==> config.mk <==
export PLATFORM = sky130hd
export DESIGN_NAME = phr_meta
export DESIGN_NICKNAME = d
export VERILOG_FILES = /design/src/rtl/phr_pkg.sv /design/src/rtl/phr_ram.sv /design/src/rtl/phr_meta.sv
export SDC_FILE = /design/constraint.sdc
export NUM_CORES = 1
export LEC_CHECK = 0
export ABC_AREA = 1
export BUFFER_PORTS_ARGS = -buffer_cell sky130_fd_sc_hd__buf_4
export CAP_MARGIN = 10
export CORE_MARGIN = 4
export CORE_UTILIZATION = 57
export DETAILED_ROUTE_END_ITERATION = 8
export PLACE_DENSITY = 0.76
export RECOVER_POWER = 25
export SYNTH_ARGS = -nofsm -noshare
export SYNTH_HDL_FRONTEND = slang
export SYNTH_SLANG_ARGS = --single-unit
==> constraint.sdc <==
create_clock -name i_clk -period 1.9 [get_ports i_clk]
set_clock_uncertainty 0.05 [all_clocks]
set_input_delay 0.285 -clock i_clk [delete_from_list [all_inputs] [get_ports i_clk]]
set_output_delay 0.285 -clock i_clk [all_outputs]
set_load 0.005 [all_outputs]
==> src/rtl/phr_pkg.sv <==
// ----------------------------------------------------------------------------
// phr_pkg
// Shared types and constants for the per-channel history ring.
// ----------------------------------------------------------------------------
`default_nettype none

package phr_pkg;

    localparam int CMD_W       = 2;
    localparam int CHAN_W      = 7;
    localparam int AGO_W       = 6;
    localparam int CNT_W       = 7;
    localparam int DEPTH_W     = 7;
    localparam int IO_SAMPLE_W = 64;

    localparam logic [CMD_W-1:0] CMD_RECORD    = 2'd0;
    localparam logic [CMD_W-1:0] CMD_READ      = 2'd1;
    localparam logic [CMD_W-1:0] CMD_CLEAR     = 2'd2;
    localparam logic [CMD_W-1:0] CMD_CLEAR_ALL = 2'd3;

    typedef enum logic [1:0] {
        ST_IDLE,
        ST_META,
        ST_STORE,
        ST_DONE
    } t_state;

endpackage

`default_nettype wire

==> src/rtl/phr_ram.sv <==
// ----------------------------------------------------------------------------
// phr_ram
// Simple dual-port memory: one write port, one read port, registered read.
// ----------------------------------------------------------------------------
`default_nettype none

module phr_ram #(
    parameter  int DATA_W = 8,
    parameter  int DEPTH  = 2,
    localparam int ADDR_W = (DEPTH > 1) ? $clog2(DEPTH) : 1
) (
    input  wire logic              i_clk,
    input  wire logic              i_we,
    input  wire logic [ADDR_W-1:0] i_waddr,
    input  wire logic [DATA_W-1:0] i_wdata,
    input  wire logic              i_re,
    input  wire logic [ADDR_W-1:0] i_raddr,
    output logic      [DATA_W-1:0] o_rdata
);

    logic [DATA_W-1:0] r_mem [DEPTH];
    logic [DATA_W-1:0] r_rdata;

    always_ff @(posedge i_clk) begin
        if (i_we) begin
            r_mem[i_waddr] <= i_wdata;
        end
    end

    always_ff @(posedge i_clk) begin
        if (i_re) begin
            r_rdata <= r_mem[i_raddr];
        end
    end

    assign o_rdata = r_rdata;

endmodule

`default_nettype wire

==> src/rtl/phr_meta.sv <==
// ----------------------------------------------------------------------------
// phr_meta
// Channel table: head pointer and fill count per channel, with a valid bit
// per channel so that clear and clear-all take effect at once.
// ----------------------------------------------------------------------------
`default_nettype none

module phr_meta #(
    parameter  int CHANNELS = 64,
    parameter  int HEAD_W   = 6,
    localparam int CH_W     = (CHANNELS > 1) ? $clog2(CHANNELS) : 1
) (
    input  wire logic                       i_clk,
    input  wire logic                       i_rst_n,
    input  wire logic                       i_rd_en,
    input  wire logic [CH_W-1:0]            i_rd_ch,
    input  wire logic                       i_wr_en,
    input  wire logic [CH_W-1:0]            i_wr_ch,
    input  wire logic [HEAD_W-1:0]          i_wr_head,
    input  wire logic [phr_pkg::CNT_W-1:0]  i_wr_cnt,
    input  wire logic                       i_clr_en,
    input  wire logic [CH_W-1:0]            i_clr_ch,
    input  wire logic                       i_clr_all,
    output logic      [HEAD_W-1:0]          o_rd_head,
    output logic      [phr_pkg::CNT_W-1:0]  o_rd_cnt
);
    import phr_pkg::*;

    localparam int ENT_W = HEAD_W + CNT_W;

    logic [CHANNELS-1:0] r_vld;
    logic                r_rd_vld;
    logic [ENT_W-1:0]    rd_data;

    phr_ram #(
        .DATA_W (ENT_W),
        .DEPTH  (CHANNELS)
    ) u_ram (
        .i_clk   (i_clk),
        .i_we    (i_wr_en),
        .i_waddr (i_wr_ch),
        .i_wdata ({i_wr_head, i_wr_cnt}),
        .i_re    (i_rd_en),
        .i_raddr (i_rd_ch),
        .o_rdata (rd_data)
    );

    always_ff @(posedge i_clk) begin
        if (!i_rst_n) begin
            r_vld <= '0;
        end else if (i_clr_all) begin
            r_vld <= '0;
        end else begin
            if (i_wr_en) begin
                r_vld[i_wr_ch] <= 1'b1;
            end
            if (i_clr_en) begin
                r_vld[i_clr_ch] <= 1'b0;
            end
        end
    end

    always_ff @(posedge i_clk) begin
        if (!i_rst_n) begin
            r_rd_vld <= 1'b0;
        end else if (i_rd_en) begin
            r_rd_vld <= r_vld[i_rd_ch];
        end
    end

    assign o_rd_head = r_rd_vld ? rd_data[ENT_W-1:CNT_W] : '0;
    assign o_rd_cnt  = r_rd_vld ? rd_data[CNT_W-1:0]     : '0;

endmodule

`default_nettype wire

==> impl_results.md <==
- Outcome: complete, but fails checks
- Violated checks: capacitance limit, slew limit
- Period utilization: 0.956
- Post-route ant nets: 0
- CP max stage delay: 0.53 ns
- Clock Power Share: 0.417
- CTS tree: built
- Top-area cell type share of the netlist area: 0.689
- Largest cells by area after synthesis: edfxtp_1, nor2_1, nand2_1, o21ai_0, dfxtp_1
- Largest net degree at the start of global routing: 106
- Worst setup SP type: register
- Chip height: 262 um
- Fin. Hold Viols: 0
- Post-Synthesis Cells: 3164
- Vias: approximately 26000
- Top Ports: 50
- Clock Latency Late Sink: ~0.67 ns
- Post-Syn Area: 36800 um2
- Setup_tns: 0 ns
- Layout cell share with drive strength beyond 1: 0.112
- Area after DPL: 39900 um2
- Max_cap viols: 7
- Critical-path cell list: nand2_1 -> inv_1 -> buf_4
- Initial Util: 0.579
- DIE AREA: slightly below 70000 um2
- Internal: around 33 mW
- Vias in the first global route: approximately 26000
- Slew headroom: -0.298
- Clock root cell: clkbuf_16
- Clock transition at path regs: 0.06 ns
- Initial antenna violation count: 1
- # diodes: 0
- Htree depth: 3
- Path depth of the worst reg2reg path: 9
- # port buffers: 49
- First-pass GRT wire length: 152000 um
- Seq pwr share: 0.515
- DRC errors left: 0
- Part of the power in combinational logic: 0.069
- Mean Syn Cell Area: 11.6 um2
- Slew @ Worst Pin: 1.95 ns
- Cell Pwr Density: 1000 nW/um2
- Final HPWL DP: 60500 um
- Hold Path Depth: 3
- Seq cells post-synth: 910
- Max Transition Viols Final: 284
- Cts bufs inserted: just over 90
- Core Area: 63500 um2
- Synth area leader: edfxtp_1
- Via/cell ratio: 6.26
- VDD IR max: 0.000898 V
- Routed WL: 102000 um
- Final setup fails: 0
- Nets@finish: 3334
- Kind of critical path: reg2out
- CP endpoint kind: primary output
- Clk sinks: 910
- CP max stage cell: edfxtp_1
- Drt wl/cell: 24.1 um
- Pleak: 14.7 nW
- Area Growth Syn to Fin: 16.6%
- Arrival @ worst endpoint: 1.48 ns
- Post-layout minimum cycle time: 1.82 ns
- Req. time, crit path: 1.56 ns
- Tot GR Track Use: 0.294
- Max FO, Critical Path: 1
- Count of unique library cells instantiated by Yosys: 23
- Syn_nets: 3201
- Placer Congestion: 0.914
- Sw Pwr: roughly 9.6 mW
- Die Span X: 262 um
- Sequential area share after synthesis: 0.725
- Max clock buf depth: 3
- Number of detailed-route iterations in the first pass: 6
- Achievable Freq: 550 MHz
- Worst Hold Class: in2reg
- Cell row count: 92
- Grt ovf: 0
- Yosys warning count: 0
- Initial DRC Count: 3985
- Switch share: 0.223
- RSZ-0062 raised after global routing: no
- Finished Cell Area: 42900 um2
[power groups by stage]
stage | combinational, mW | sequential [mW] | clock (mW)
2_1_floorplan | 1.51 | 22.5 | 0
3_3_place_gp | 2.77 | 22.5 | 0
3_5_place_dp | 2.86 | 22.5 | 0
4_1_cts | 2.90 | 22.1 | 18.1
5_1_grt | 3.18 | 22.1 | 18.9
6_report | 2.96 | 22.1 | 17.9
[flip-flops by register name (all words and copies together) (netlist names)]
register	cells
u_ram.o_rdata	13
r_vld	64
u_ram.r_mem	832
r_rd_vld	1
[metrics by stage]
| step | power [mW] | utilization | cells | hold WS [ns] | setup WS (ns) |
|---|---|---|---|---|---|
| 6_report | 43.0 | 0.676 | 4217 | 0.0289 | 0.0833 |
| 5_1_grt | 44.3 | 0.676 | 4217 | 0.0647 | 0.000265 |
| 4_1_cts | 43.1 | 0.676 | 4217 | 0.00272 | 0.0579 |
| 3_5_place_dp | 25.4 | 0.628 | 4044 | 0.431 | -0.596 |
| 3_3_place_gp | 25.3 | 0.628 | 4044 | 0.426 | -0.498 |
| 2_1_floorplan | 24.0 | - | 3164 | 0.334 | 0.0559 |
[synth_stat cells (all sizes together)]
master  count
dfxtp      65
nand4       9
buf       130
clkinv      1
clkbuf     74
edfxtp    845
nand3     144
o21ai     416
inv        56
nor4        8
or2         1
nor3       78
o22ai     208
nor2      612
nand2     517
[worst paths after layout]
path                                 to  slack, ns                        start
min                r_vld[62]$_SDFF_PP0_       0.03                  i_clr_ch[0]
min reg2reg         r_vld[1]$_SDFF_PP0_       0.44          r_vld[1]$_SDFF_PP0_
max                         o_rd_cnt[4]       0.08   u_ram.o_rdata[4]$_DFFE_PP_
max reg2reg  u_ram.o_rdata[2]$_DFFE_PP_       0.09  u_ram.r_mem[5][2]$_DFFE_PP_
[cells in the final DEF, fill, tap and decap left out, types with 3 or more instances in the layout]
master,instances
clkinv_8,3
inv_6,4
clkinv_1,15
nand3_2,3
o21ai_0,367
edfxtp_1,845
clkbuf_2,4
clkbuf_1,25
clkinvlp_4,3
nor4_1,8
o21ai_1,49
clkbuf_8,3
clkbuf_16,93
nand3_1,141
nor2_1,612
nand4_1,9
buf_4,123
inv_1,51
nand2_1,517
clkinv_2,18
bufinv_16,10
nor3_1,78
dlygate4sd3_1,6
buf_12,101
o22ai_1,208
dfxtp_1,64
[cell families (layout without fill, tap and decap cells)]
kind of cell,Yosys count,count (layout),share of synthesized area
AND/OR/NAND/NOR,1369,1369,0.148
flip-flops,910,910,0.725
AO/OA/AOI/OAI,624,624,0.0919
buffers and inverters,261,468,0.0352
[layer usage]
metal | vias to the layer above | GRT usage | wire length [um]
li1 | 11600 | - | -
met1 | 12800 | 0.402 | 38200
met2 | 1782 | 0.462 | 47500
met3 | 228 | 0.0711 | 12500
met4 | 2 | 0.118 | 3490
met5 | - | 0 | 20
[critical path: cells and delay by family (launching register included)]
kind                   cells  cell delay (ns)
buffers and inverters      2             0.17
DFF                        1             0.53
and+or+nand+nor            1             0.13
[layout make-up]
type / instances / area [um2]
well taps: 846 / 1060
multi-input cells: 1993 / 8860
flip-flops and latches: 910 / 26700
inverters: 57 / 233
fillers: 4371 / 20600
repair buffers: 244 / 3120
clock inverters: 52 / 543
clock buffers: 115 / 2440
[what timing repair did]
item | in CTS | in global routing
pin swaps | 0 | 0
buffers inserted | 0 | 0
gates cloned | 0 | 0
gates resized for setup | 1 | 7
setup endpoints to repair | 13 | 3
hold endpoints to repair | 17 | 0
hold buffers | 6 | 0
(Power assumes the default switching activity.)
