**src/rtl/phr_ram.sv**
```systemverilog
// ----------------------------------------------------------------------------
// phr_ram
// Simple dual-port memory: one write port, one read port, registered read.
// ----------------------------------------------------------------------------
`default_nettype none

module phr_ram #(
    parameter  int DATA_W = 8,
    parameter  int DEPTH  = 2,
    localparam int ADDR_W = (DEPTH > 1) ? $clog2(DEPTH) : 1
) (
    input  wire logic              i_clk,
    input  wire logic              i_we,
    input  wire logic [ADDR_W-1:0] i_waddr,
    input  wire logic [DATA_W-1:0] i_wdata,
    input  wire logic              i_re,
    input  wire logic [ADDR_W-1:0] i_raddr,
    output logic      [DATA_W-1:0] o_rdata
);

    logic [DATA_W-1:0] r_mem [DEPTH];
    logic [DATA_W-1:0] r_rdata;

    always_ff @(posedge i_clk) begin
        if (i_we) begin
            r_mem[i_waddr] <= i_wdata;
        end
    end

    always_ff @(posedge i_clk) begin
        if (i_re) begin
            r_rdata <= r_mem[i_raddr];
        end
    end

    assign o_rdata = r_rdata;

endmodule

`default_nettype wire

```
**config.mk**
```make
export PLATFORM = sky130hd
export DESIGN_NAME = phr_ram
export DESIGN_NICKNAME = d
export VERILOG_FILES = /design/src/rtl/phr_ram.sv
export SDC_FILE = /design/constraint.sdc
export NUM_CORES = 1
export LEC_CHECK = 0
export BUFFER_PORTS_ARGS = -buffer_cell sky130_fd_sc_hd__buf_4
export CORE_MARGIN = 8
export CORE_UTILIZATION = 45
export CTS_BUF_LIST = sky130_fd_sc_hd__clkbuf_4 sky130_fd_sc_hd__clkbuf_8
export DETAILED_ROUTE_END_ITERATION = 8
export GPL_TIMING_DRIVEN = 0
export HOLD_SLACK_MARGIN = 0.02
export PLACE_DENSITY = 0.71
export SYNTH_ARGS = -nofsm -noshare
export SYNTH_HDL_FRONTEND = slang
export SYNTH_SLANG_ARGS = --single-unit
```
**constraint.sdc**
```tcl
create_clock -name i_clk -period 1.4 [get_ports i_clk]
set_input_delay 0.28 -clock i_clk [delete_from_list [all_inputs] [get_ports i_clk]]
set_output_delay 0.28 -clock i_clk [all_outputs]
set_load 0.03 [all_outputs]
```
==> impl_results.md, run 1 <==
* Area of the core at 1880 um2
* Commonest cells after routing, fill and taps aside: edfxtp_1, buf_4, mux2_4
* Worst reg2reg startpoint: r_mem[0][3]
* Worst skew pair latency at 0.30 ns
* Placer Congestion at 0.627
* Vias per inst at 4.42
* Post-synthesis compound-gate area fraction at 0%
* Ranking of synthesized cells by area: edfxtp_1, mux2_4, buf_6
* Status: finished clean
* CTS buffer count at 3
* Vias post-DR at 371
* Cells after DPL at 81
* H-tree depth at 1
* Clk sinks at 24
* Syn avg cell area at between 20 and 25 um2
* First-pass GRT wire length at between 1500 and 2000 um
* Stages on the worst setup path at 1
* IO buf count at 19
* Worst Setup EP: o_rdata[2]
* Crit start category: flop
* Total GRT Usage at roughly 6.5%
* Initial antenna violation count at 0
* Largest net degree at the start of global routing at 13
* FMAX at 881 MHz
* Distinct cells, synth at 5
* Largest family of logic cells by synthesized area: multiplexers
* Syn nets at 48
* Slew Viols, Final at 0
* Simple-Gate Fraction of Synth Area at 1.45%
* Worst Path Required at 1.12 ns
* Lkg Pwr at 0.410 nW
* Max Cap Viol at 0
* Commonest non-fill, non-tap cell in the layout: edfxtp_1
* Fin cells at 84
* Worst IR Drop VDD at between 0.0007 and 0.0008 V
* Hold buffers post-CTS at 0
* Width of the chip at 59.8 um
* Clk_skew at 0.00272 ns
* WP data arrival at around 0.86 ns
* Hold WC Path Type: input pin to flop
* Final critical-path share of the clock period at slightly above 80%
* Post-Synth Adder-Cell Area at 0%
* Vias in the first global route at 369
* Synth top area share at 83.4%
* Fraction of layout cells with a size suffix above 1 at a little over half
* R2R Path End: o_rdata[3]
* Finished Core Util at 56.5%
* Slew @ Worst Pin at 0.661 ns
* R2R Setup Slk at approximately 0.5 ns
* Post-CTS Resized at 0
* Synth area leader: edfxtp_1
* Crit path kind: flop to output pin
* Antenna cell count at 0
* Critical Path Fanout Max at 1
* Hold path depth at 1
* Crit end category: output pin
* Routed Antenna Nets at 0
* Top delay family on crit path: flip-flops
* Area delta synth->final at 23.0%
* #FFs+latches synth at 24
* Starting Density at 45.9%
* Setup violations, final at 0
* Slowest stage delay, CP at 0.38 ns
* Crit path time final at roughly 1.1 ns
* CP Cell Sequence: buf_4
* Power density over the cells at between 1000 and 1500 nW/um2
* Detail-routed net length per standard cell at approximately 13 um
* CTS Root Cell: clkbuf_4
* Clk buf depth at 2
* Slew HR at a little under three fifths
* DRC at 0
* Std cell rows at 16
* Synthesized area at 865 um2
* Sequential share of the synthesized area at 83.4%
* XOR/XNOR Fraction of Synth Area at 0%
* Final TNS setup at 0 ns
* Reg2Reg Depth at 1
* Buf/Inv on CP at 1
* First DRT Iteration DRCs at 4
* Total congestion overflow at 0
* Top-Level Pins at 21
* Mux cell area share after synthesis at 13.9%
* Final nets at 72
* CTS tree: done
* Synth warnings at 0
* Die footprint at 3580 um2
* Reg clk slew, reported paths at 0.11 ns
* Hold Fails Final Rpt at 0
* Number of post-CTS setup repair buffers at 0
* RSZ-0062 raised after global routing: false
* Die height at 59.8 um
* Slowest-stage cell, CP: edfxtp_1
* First-pass iteration count of the detailed router at 2
* WL final at 1110 um
* Critical Path Source: o_rdata[2]
* Mapped Cells at 35
sequential cells by signal, indices dropped and copies added (netlist names):
| signal | count |
|---|---|
| r_mem | 16 |
| o_rdata | 8 |
cell type report:
| class | count | area, um2 |
|---|---|---|
| fill | 161 | 818 |
| sequential | 24 | 721 |
| timing repair buffer | 19 | 143 |
| multi-input combinational | 10 | 133 |
| tap | 27 | 33.8 |
| clock buffer | 3 | 22.5 |
| buffer | 1 | 11.3 |
logic make-up (layout without fill, tap and decap cells):
logic type             count (synthesis)  count (layout)
buffers and inverters                  1              23
multiplexers                           8               8
AND/OR/NAND/NOR                        2               2
flip-flops                            24              24
synth_stat cells:
library cell	instances
buf_6	1
edfxtp_1	24
and2_1	1
mux2_4	8
nor2b_1	1
per-stage QoR:
step / cell area [um2] / power (W) / setup WS [ns] / hold WS [ns]
floorplan: 865 / 0.000960 / 0.327 / 0.379
global placement: 1040 / 0.00102 / 0.0910 / 0.466
detailed placement: 1040 / 0.00103 / 0.0914 / 0.468
CTS: 1060 / 0.00130 / 0.233 / 0.145
global route: 1060 / 0.00135 / 0.200 / 0.121
finish: 1060 / 0.00128 / 0.264 / 0.157
routing by layer:
layer	part of all wire [%]	GRT usage (%)	wire [um]
met5	0	0	0
met4	0	5.10	0
met3	13	4.09	142
met2	48	9.54	534
met1	39	6.41	431
power by group:
| part | internal, W | switching (W) |
|---|---|---|
| Combinational | 0.0000744 | 0.0000709 |
| Clock | 0.000100 | 0.000174 |
| Sequential | 0.000848 | 0.0000119 |
worst min path at each step:
stage / start / slack (ns) / to
2_1_floorplan: i_wdata[0] / 0.38 / r_mem[0][0]
3_3_place_gp: i_wdata[7] / 0.47 / r_mem[0][7]
3_5_place_dp: i_wdata[6] / 0.47 / r_mem[0][6]
4_1_cts: i_wdata[7] / 0.15 / r_mem[0][7]
5_1_grt: i_wdata[5] / 0.12 / r_mem[1][5]
6_report: i_wdata[6] / 0.16 / r_mem[0][6]
No activity file was read; power rests on OpenSTA's default activity.
==> inputs of run 2 (changes only) <==
==> constraint.sdc (replaced) <==
create_clock -name i_clk -period 1.1 [get_ports i_clk]
set_input_delay 0.22 -clock i_clk [delete_from_list [all_inputs] [get_ports i_clk]]
set_output_delay 0.22 -clock i_clk [all_outputs]
set_load 0.03 [all_outputs]
==> run 2 against run 1 <==
Effect of this change:
- sequential share of layout area shrank 1.9 points
- die area is the same
- via count shrank 0.54%
- non-clock buffer count is the same
- global-route usage is the same
- final area grew 2.8%
- wire length shrank 0.63%
- count of clock-buffer cells in the layout is the same
- core utilization grew 1.6 points
- worst setup slack lost 0.23 ns
- largest power group unchanged
==> impl_results.md, run 2 (same netlist as run 1, synthesis figures left out) <==
* Status: finished clean
* Clk_skew at 0.00272 ns (unchanged)
* Worst Path Required at 0.88 ns (-0.24 ns)
* Worst reg2reg startpoint: r_mem[0][3]
* Filler cells at 155 (-3.7%)
* Antenna cell count at 0 (unchanged)
* Vias in the first global route at 368 (-0.27%)
* Commonest cells after routing, fill and taps aside: edfxtp_1, buf_4, buf_6
* Die footprint at 3580 um2 (unchanged)
* Total congestion overflow at 0 (unchanged)
* Hold path depth at 1 (unchanged)
* Slowest-stage cell, CP: edfxtp_1
* Biggest register: r_mem
* DRC at 0 (unchanged)
* Slowest stage delay, CP at 0.40 ns (+0.02 ns)
* Fraction of layout cells with a size suffix above 1 at 54.4% (unchanged)
* Crit path time final at 1.07 ns
* Worst IR Drop VDD at 0.000938 V (+28%)
* Critical Path Fanout Max at 1 (unchanged)
* Placer Congestion at 0.627 (unchanged)
* Commonest non-fill, non-tap cell in the layout: edfxtp_1
* Slew HR at 55.9% (unchanged)
* Clk sinks at 24 (unchanged)
* Hold Fails Final Rpt at 0 (unchanged)
* Worst skew pair latency at 0.30 ns (about the same)
* Clock share of power at 21.2% (-0.2 points)
* Crit start category: flop
* Stages on the worst setup path at 1 (unchanged)
* Hold buffers post-CTS at 0 (unchanged)
* WP data arrival at 0.85 ns (about the same)
* Reg2Reg Depth at 1 (unchanged)
* Detail-routed net length per standard cell at 13.1 um (-0.63%)
* Top-Level Pins at 21 (unchanged)
* Final nets at 72 (unchanged)
* Initial antenna violation count at 0 (unchanged)
* RSZ-0062 raised after global routing: true
* Power density over the cells at 1500 nW/um2 (+25%)
* Reg clk slew, reported paths at 0.11 ns (about the same)
* Final critical-path share of the clock period at 97.1%
* Std cell rows at 16 (unchanged)
* CTS Root Cell: clkbuf_4
* FMAX at around 940 MHz
* Largest net degree at the start of global routing at 13 (unchanged)
* WL final at 1100 um (-0.63%)
* Vias post-DR at 369 (-0.54%)
* Overall power at 0.00164 W (+29%)
* First DRT Iteration DRCs at 4 (unchanged)
* Number of post-CTS setup repair buffers at 0 (unchanged)
* Vias per inst at 4.39 (-0.54%)
* Slew Viols, Final at 0 (unchanged)
* Crit path kind: flop to output pin
* Area of the core at 1880 um2 (unchanged)
* Cells after DPL at 81 (unchanged)
* CTS tree: done
* Hold Crit Start: i_wdata[6]
* Width of the chip at 59.8 um (unchanged)
* Max reg flops at 16 (unchanged)
* Max Cap Viol at 0 (unchanged)
* Starting Density at 45.9% (unchanged)
* Switching Power at 0.000330 W (+28%)
* Lkg Pwr at 0.420 nW (+2.4%)
* Die height at 59.8 um (unchanged)
* Hold WC Path Type: input pin to flop
* First-pass GRT wire length at 1610 um (unchanged)
* Setup violations, final at 0 (unchanged)
* Sw Ratio at 20.1% (about the same)
* Clk buf depth at 2 (unchanged)
* Logic pwr share at 12.0% (+0.6 points)
* H-tree depth at 1 (unchanged)
* Int Pwr at 0.00131 W (+29%)
* R2R Path End: o_rdata[3]
* R2R Setup Slk at 0.19 ns (-0.30 ns)
* WHS Endpoint: r_mem[0][6]
* Sequential fraction of design power at 66.8% (-0.4 points)
* Top delay family on crit path: flip-flops
* Area delta synth->final at 26.5%
* Crit end category: output pin
* Buf/Inv on CP at 1 (unchanged)
* IO buf count at 19 (unchanged)
* Finished Core Util at 58.1% (+1.6 points)
* Slew @ Worst Pin at 0.661 ns (unchanged)
* Total GRT Usage at 6.50% (unchanged)
* First-pass iteration count of the detailed router at 2 (unchanged)
* Fin cells at 84 (unchanged)
* CP Cell Sequence: buf_6
* CTS buffer count at 3 (unchanged)
* Routed Antenna Nets at 0 (unchanged)
[run 2: cell count changes in the layout (fill, tap and decap cells not counted)]
| cell | before | now |
|---|---|---|
| buf_4 | 19 | 11 |
| buf_6 | 1 | 9 |
[run 2: stage by stage]
step           instance area (um2)  setup WS [ns]  hold slack (ns)  setup TNS (ns)
6_report                      1090         0.0321           0.0968               0
2_1_floorplan                  865         0.0866            0.319               0
3_3_place_gp                  1040         -0.149            0.406           -1.19
4_1_cts                       1070      -0.000233           0.0855       -0.000233
3_5_place_dp                  1040         -0.149            0.408           -1.19
5_1_grt                       1090        -0.0302           0.0609          -0.133
[run 2: repair_timing]
item | CTS | global route
cloned | 0 | 0
hold endpoints to repair | 0 | 0
endpoints found under the setup margin | 2 | 8
gates resized for setup | 2 | 6
[run 2: power by group through the flow]
stage | Combinational, W | Clock (W) | Sequential [W]
detailed placement | 0.000189 | 0 | 0.00112
global placement | 0.000183 | 0 | 0.00111
floorplan | 0.0000625 | 0 | 0.00116
CTS | 0.000192 | 0.000366 | 0.00110
global route | 0.000207 | 0.000425 | 0.00110
finish | 0.000197 | 0.000349 | 0.00110
[run 2: worst max path at each step]
stage | start | end | slack, ns
floorplan | i_we | r_mem[0][0] | 0.09
global placement | i_waddr | r_mem[0][0] | -0.15
detailed placement | i_waddr | r_mem[0][5] | -0.15
CTS | o_rdata[2] | o_rdata[2] | -0.0002
global route | o_rdata[2] | o_rdata[2] | -0.03
finish | o_rdata[2] | o_rdata[2] | 0.03
[run 2: routing by layer]
layer	up-vias	GRT usage, %	share of wire, %
li1	180	-	-
met3	0	3.66	10
met5	-	0	0
met4	0	5.10	0
met1	169	6.41	41
met2	20	9.85	49
[run 2: layout make-up]
type | count | area (um2) | area share (%)
clock buffers | 3 | 22.5 | 2.06
repair buffers | 19 | 173 | 15.8
well taps | 27 | 33.8 | 3.09
plain buffers | 1 | 11.3 | 1.03
flip-flops and latches | 24 | 721 | 65.9
multi-input cells | 10 | 133 | 12.1
==> inputs of run 3 (changes only) <==
--- a/config.mk
+++ b/config.mk
@@ -5,14 +5,16 @@
 export SDC_FILE = /design/constraint.sdc
 export NUM_CORES = 1
 export LEC_CHECK = 0
+export ABC_AREA = 1
 export BUFFER_PORTS_ARGS = -buffer_cell sky130_fd_sc_hd__buf_4
-export CORE_MARGIN = 8
+export CORE_MARGIN = 5
 export CORE_UTILIZATION = 45
 export CTS_BUF_LIST = sky130_fd_sc_hd__clkbuf_4 sky130_fd_sc_hd__clkbuf_8
 export DETAILED_ROUTE_END_ITERATION = 8
 export GPL_TIMING_DRIVEN = 0
 export HOLD_SLACK_MARGIN = 0.02
 export PLACE_DENSITY = 0.71
+export RECOVER_POWER = 25
 export SYNTH_ARGS = -nofsm -noshare
 export SYNTH_HDL_FRONTEND = slang
 export SYNTH_SLANG_ARGS = --single-unit
==> run 3 against run 2 <==
Effect of this change:
- critical endpoint is now o_rdata[3]
- sequential cell count did not move
- core utilization rose by 4.5 points
- clock skew barely moved
- critical path depth did not move
- sequential share of layout area did not move
- maximum frequency fell by 1.1%
- final area did not move
- register-to-register slack improved by 0.14 ns
- final cell count rose by 21%
==> impl_results.md, run 3 <==
* Starting Density at 48.2% (+2.2 points)
* Std cell rows at 15 (-1)
* Top delay family on crit path: flip-flops
* Power density over the cells at 1730 nW/um2 (+15%)
* Synth top area share at 85.7% (+2.4 points)
* Hold Fails Final Rpt at 0 (unchanged)
* FF+latch area at 721 um2 (unchanged)
* Area of the core at 1750 um2 (-7.2%)
* Synthesized area at 841 um2 (-2.7%)
* Commonest cells after routing, fill and taps aside: nand2_1, edfxtp_1, buf_6, clkbuf_4, buf_4
* Number of post-CTS setup repair buffers at 0 (unchanged)
* Hold path depth at 1 (unchanged)
* Worst skew pair latency at 0.30 ns (about the same)
* Synth top cells by count: nand2_1, edfxtp_1, inv_1
* Slowest-stage cell, CP: edfxtp_1
* Detail-routed net length per standard cell at 11.8 um (-9.9%)
* Sequential share of the synthesized area at 85.7% (+2.4 points)
* #FFs+latches synth at 24 (unchanged)
* Top-Level Pins at 21 (unchanged)
* Setup violations, final at 0 (unchanged)
* First-pass iteration count of the detailed router at 4 (+2)
* Syn avg cell area at 15.6 um2 (-37%)
* Finished Core Util at 62.7% (+4.5 points)
* Final nets at 91 (+26%)
* FMAX at 926 MHz (-1.1%)
* Total congestion overflow at 0 (unchanged)
* Reg2Reg Depth at 2 (+1)
* Vias post-DR at 458 (+24%)
* Status: finished clean
* Vias in the first global route at 422 (+15%)
* Distinct cells, synth at 6 (+1)
* EDFF count, synth at 24 (unchanged)
* Die height at 53.2 um (-11%)
* Slew @ Worst Pin at 0.671 ns (+0.00990 ns)
* Crit path time final at 1.08 ns (+0.0114 ns)
* Critical Path Fanout Max at 1 (unchanged)
* Fraction of layout cells with a size suffix above 1 at 31.2% (-23 points)
* Post-CTS Resized at 0 (-2)
* WP data arrival at 0.86 ns (about the same)
* Clk_skew at 0.00285 ns (+0.000129 ns)
* Area delta synth->final at 30.1%
* Filler cells at 142 (-8.4%)
* WHS at 0.0900 ns (-0.00683 ns)
* Detailed placement HPWL at between 800 and 900 um
* CTS buffer count at 3 (unchanged)
* Routed Antenna Nets at 0 (unchanged)
* Crit start category: flop
* WL final at 1210 um (+9.4%)
* IO buf count at 19 (unchanged)
* Final critical-path share of the clock period at 98.1% (+1.0 points)
* First-pass GRT wire length at 1840 um (+14%)
* Hold WC Path Type: input pin to flop
* Synth warnings at 0 (unchanged)
* CP Cell Sequence: buf_6
* Clk buf depth at 2 (unchanged)
* Syn nets at 67 (+40%)
* Mapped Cells at 54 (+54%)
* Hold buffers post-CTS at 0 (unchanged)
* Placer Congestion at 0.702 (+12%)
* Largest net degree at the start of global routing at 15 (+2)
* CTS Root Cell: clkbuf_4
* Slew Viols, Final at 0 (unchanged)
* DRC at 0 (unchanged)
* Worst IR Drop VDD at 0.00105 V (+12%)
* Commonest non-fill, non-tap cell in the layout: nand2_1
* Lkg Pwr at 0.452 nW (+7.6%)
* First DRT Iteration DRCs at 4 (unchanged)
* Die footprint at 2830 um2 (-21%)
* Slowest stage delay, CP at 0.41 ns (about the same)
* Crit path kind: flop to output pin
* Reg clk slew, reported paths at 0.13 ns (+0.02 ns)
* Initial antenna violation count at 0 (unchanged)
* RSZ-0062 raised after global routing: true
* Crit end category: output pin
* Max Cap Viol at 0 (unchanged)
* Buf/Inv on CP at 1 (unchanged)
* Vias per inst at 4.49 (+2.2%)
* Slew HR at 55.1% (-0.73 points)
* H-tree depth at 1 (unchanged)
* Total GRT Usage at 9.74% (+3.2 points)
* Post-synth top flop: edfxtp_1
* Biggest register: r_mem
* Antenna cell count at 0 (unchanged)
* Worst Path Required at 0.88 ns (about the same)
* Async S/R FF share, synth at 0% (unchanged)
* Multi-input logic area at 97.6 um2 (-26%)
* Synth area leader: edfxtp_1
* CTS tree: done
* Count leader, synth: nand2_1
* Clk sinks at 24 (unchanged)
* Max reg flops at 16 (unchanged)
* Width of the chip at 53.2 um (-11%)
* Ranking of synthesized cells by area: edfxtp_1, nand2_1, buf_6
* Stages on the worst setup path at 1 (unchanged)
-- run 3: path summary, 6_finish.rpt --
path	start	end	slack [ns]
max	o_rdata[3]	o_rdata[3]	0.02
min	i_wdata[7]	r_mem[1][7]	0.09
max reg2reg	r_mem[1][5]	o_rdata[5]	0.33
min reg2reg	r_mem[0][0]	o_rdata[0]	0.52
-- run 3: metal layers --
metal	global-route usage (%)	share of wire, %	wire length, um	vias to the layer above
li1	-	-	-	229
met1	10.9	40	476	215
met2	15.1	55	659	14
met3	3.10	5.7	69	0
met4	7.66	0	0	0
met5	0	0	0	-
-- run 3: metrics by stage --
step	instance area (um2)	TNS (ns)	setup WS [ns]	power [W]	std cells
3_3_place_gp	1010	-1.24	-0.155	0.00128	98
3_5_place_dp	1010	-1.33	-0.166	0.00128	98
5_1_grt	1090	-0.169	-0.0370	0.00196	102
6_report	1090	0	0.0206	0.00189	102
2_1_floorplan	841	0	0.120	0.00120	54
4_1_cts	1070	0	0.000860	0.00189	102
-- run 3: area by class of cell --
| class | count | area share [%] |
|---|---|---|
| Sequential cell | 24 | 65.9 |
| Clock inverter | 1 | 2.75 |
| Tap cell | 25 | 2.86 |
| Inverter | 3 | 1.03 |
| Timing Repair Buffer | 19 | 15.4 |
| Clock buffer | 3 | 2.06 |
| Buffer | 1 | 1.03 |
| Multi-Input combinational cell | 26 | 8.92 |
-- run 3: where the power goes --
group	internal, W	leakage, nW	switching, W	total (W)
Sequential	0.00108	0.230	0.0000193	0.00110
Clock	0.000368	0.0279	0.000248	0.000616
Combinational	0.0000766	0.194	0.0000991	0.000176
-- run 3: kinds of logic (layout without fill, tap and decap cells) --
family        count (synthesis)  count (layout)  share of synthesized area, %
buf+inv                       4              27                          2.68
simple gates                 26              26                          11.6
flops                        24              24                          85.7
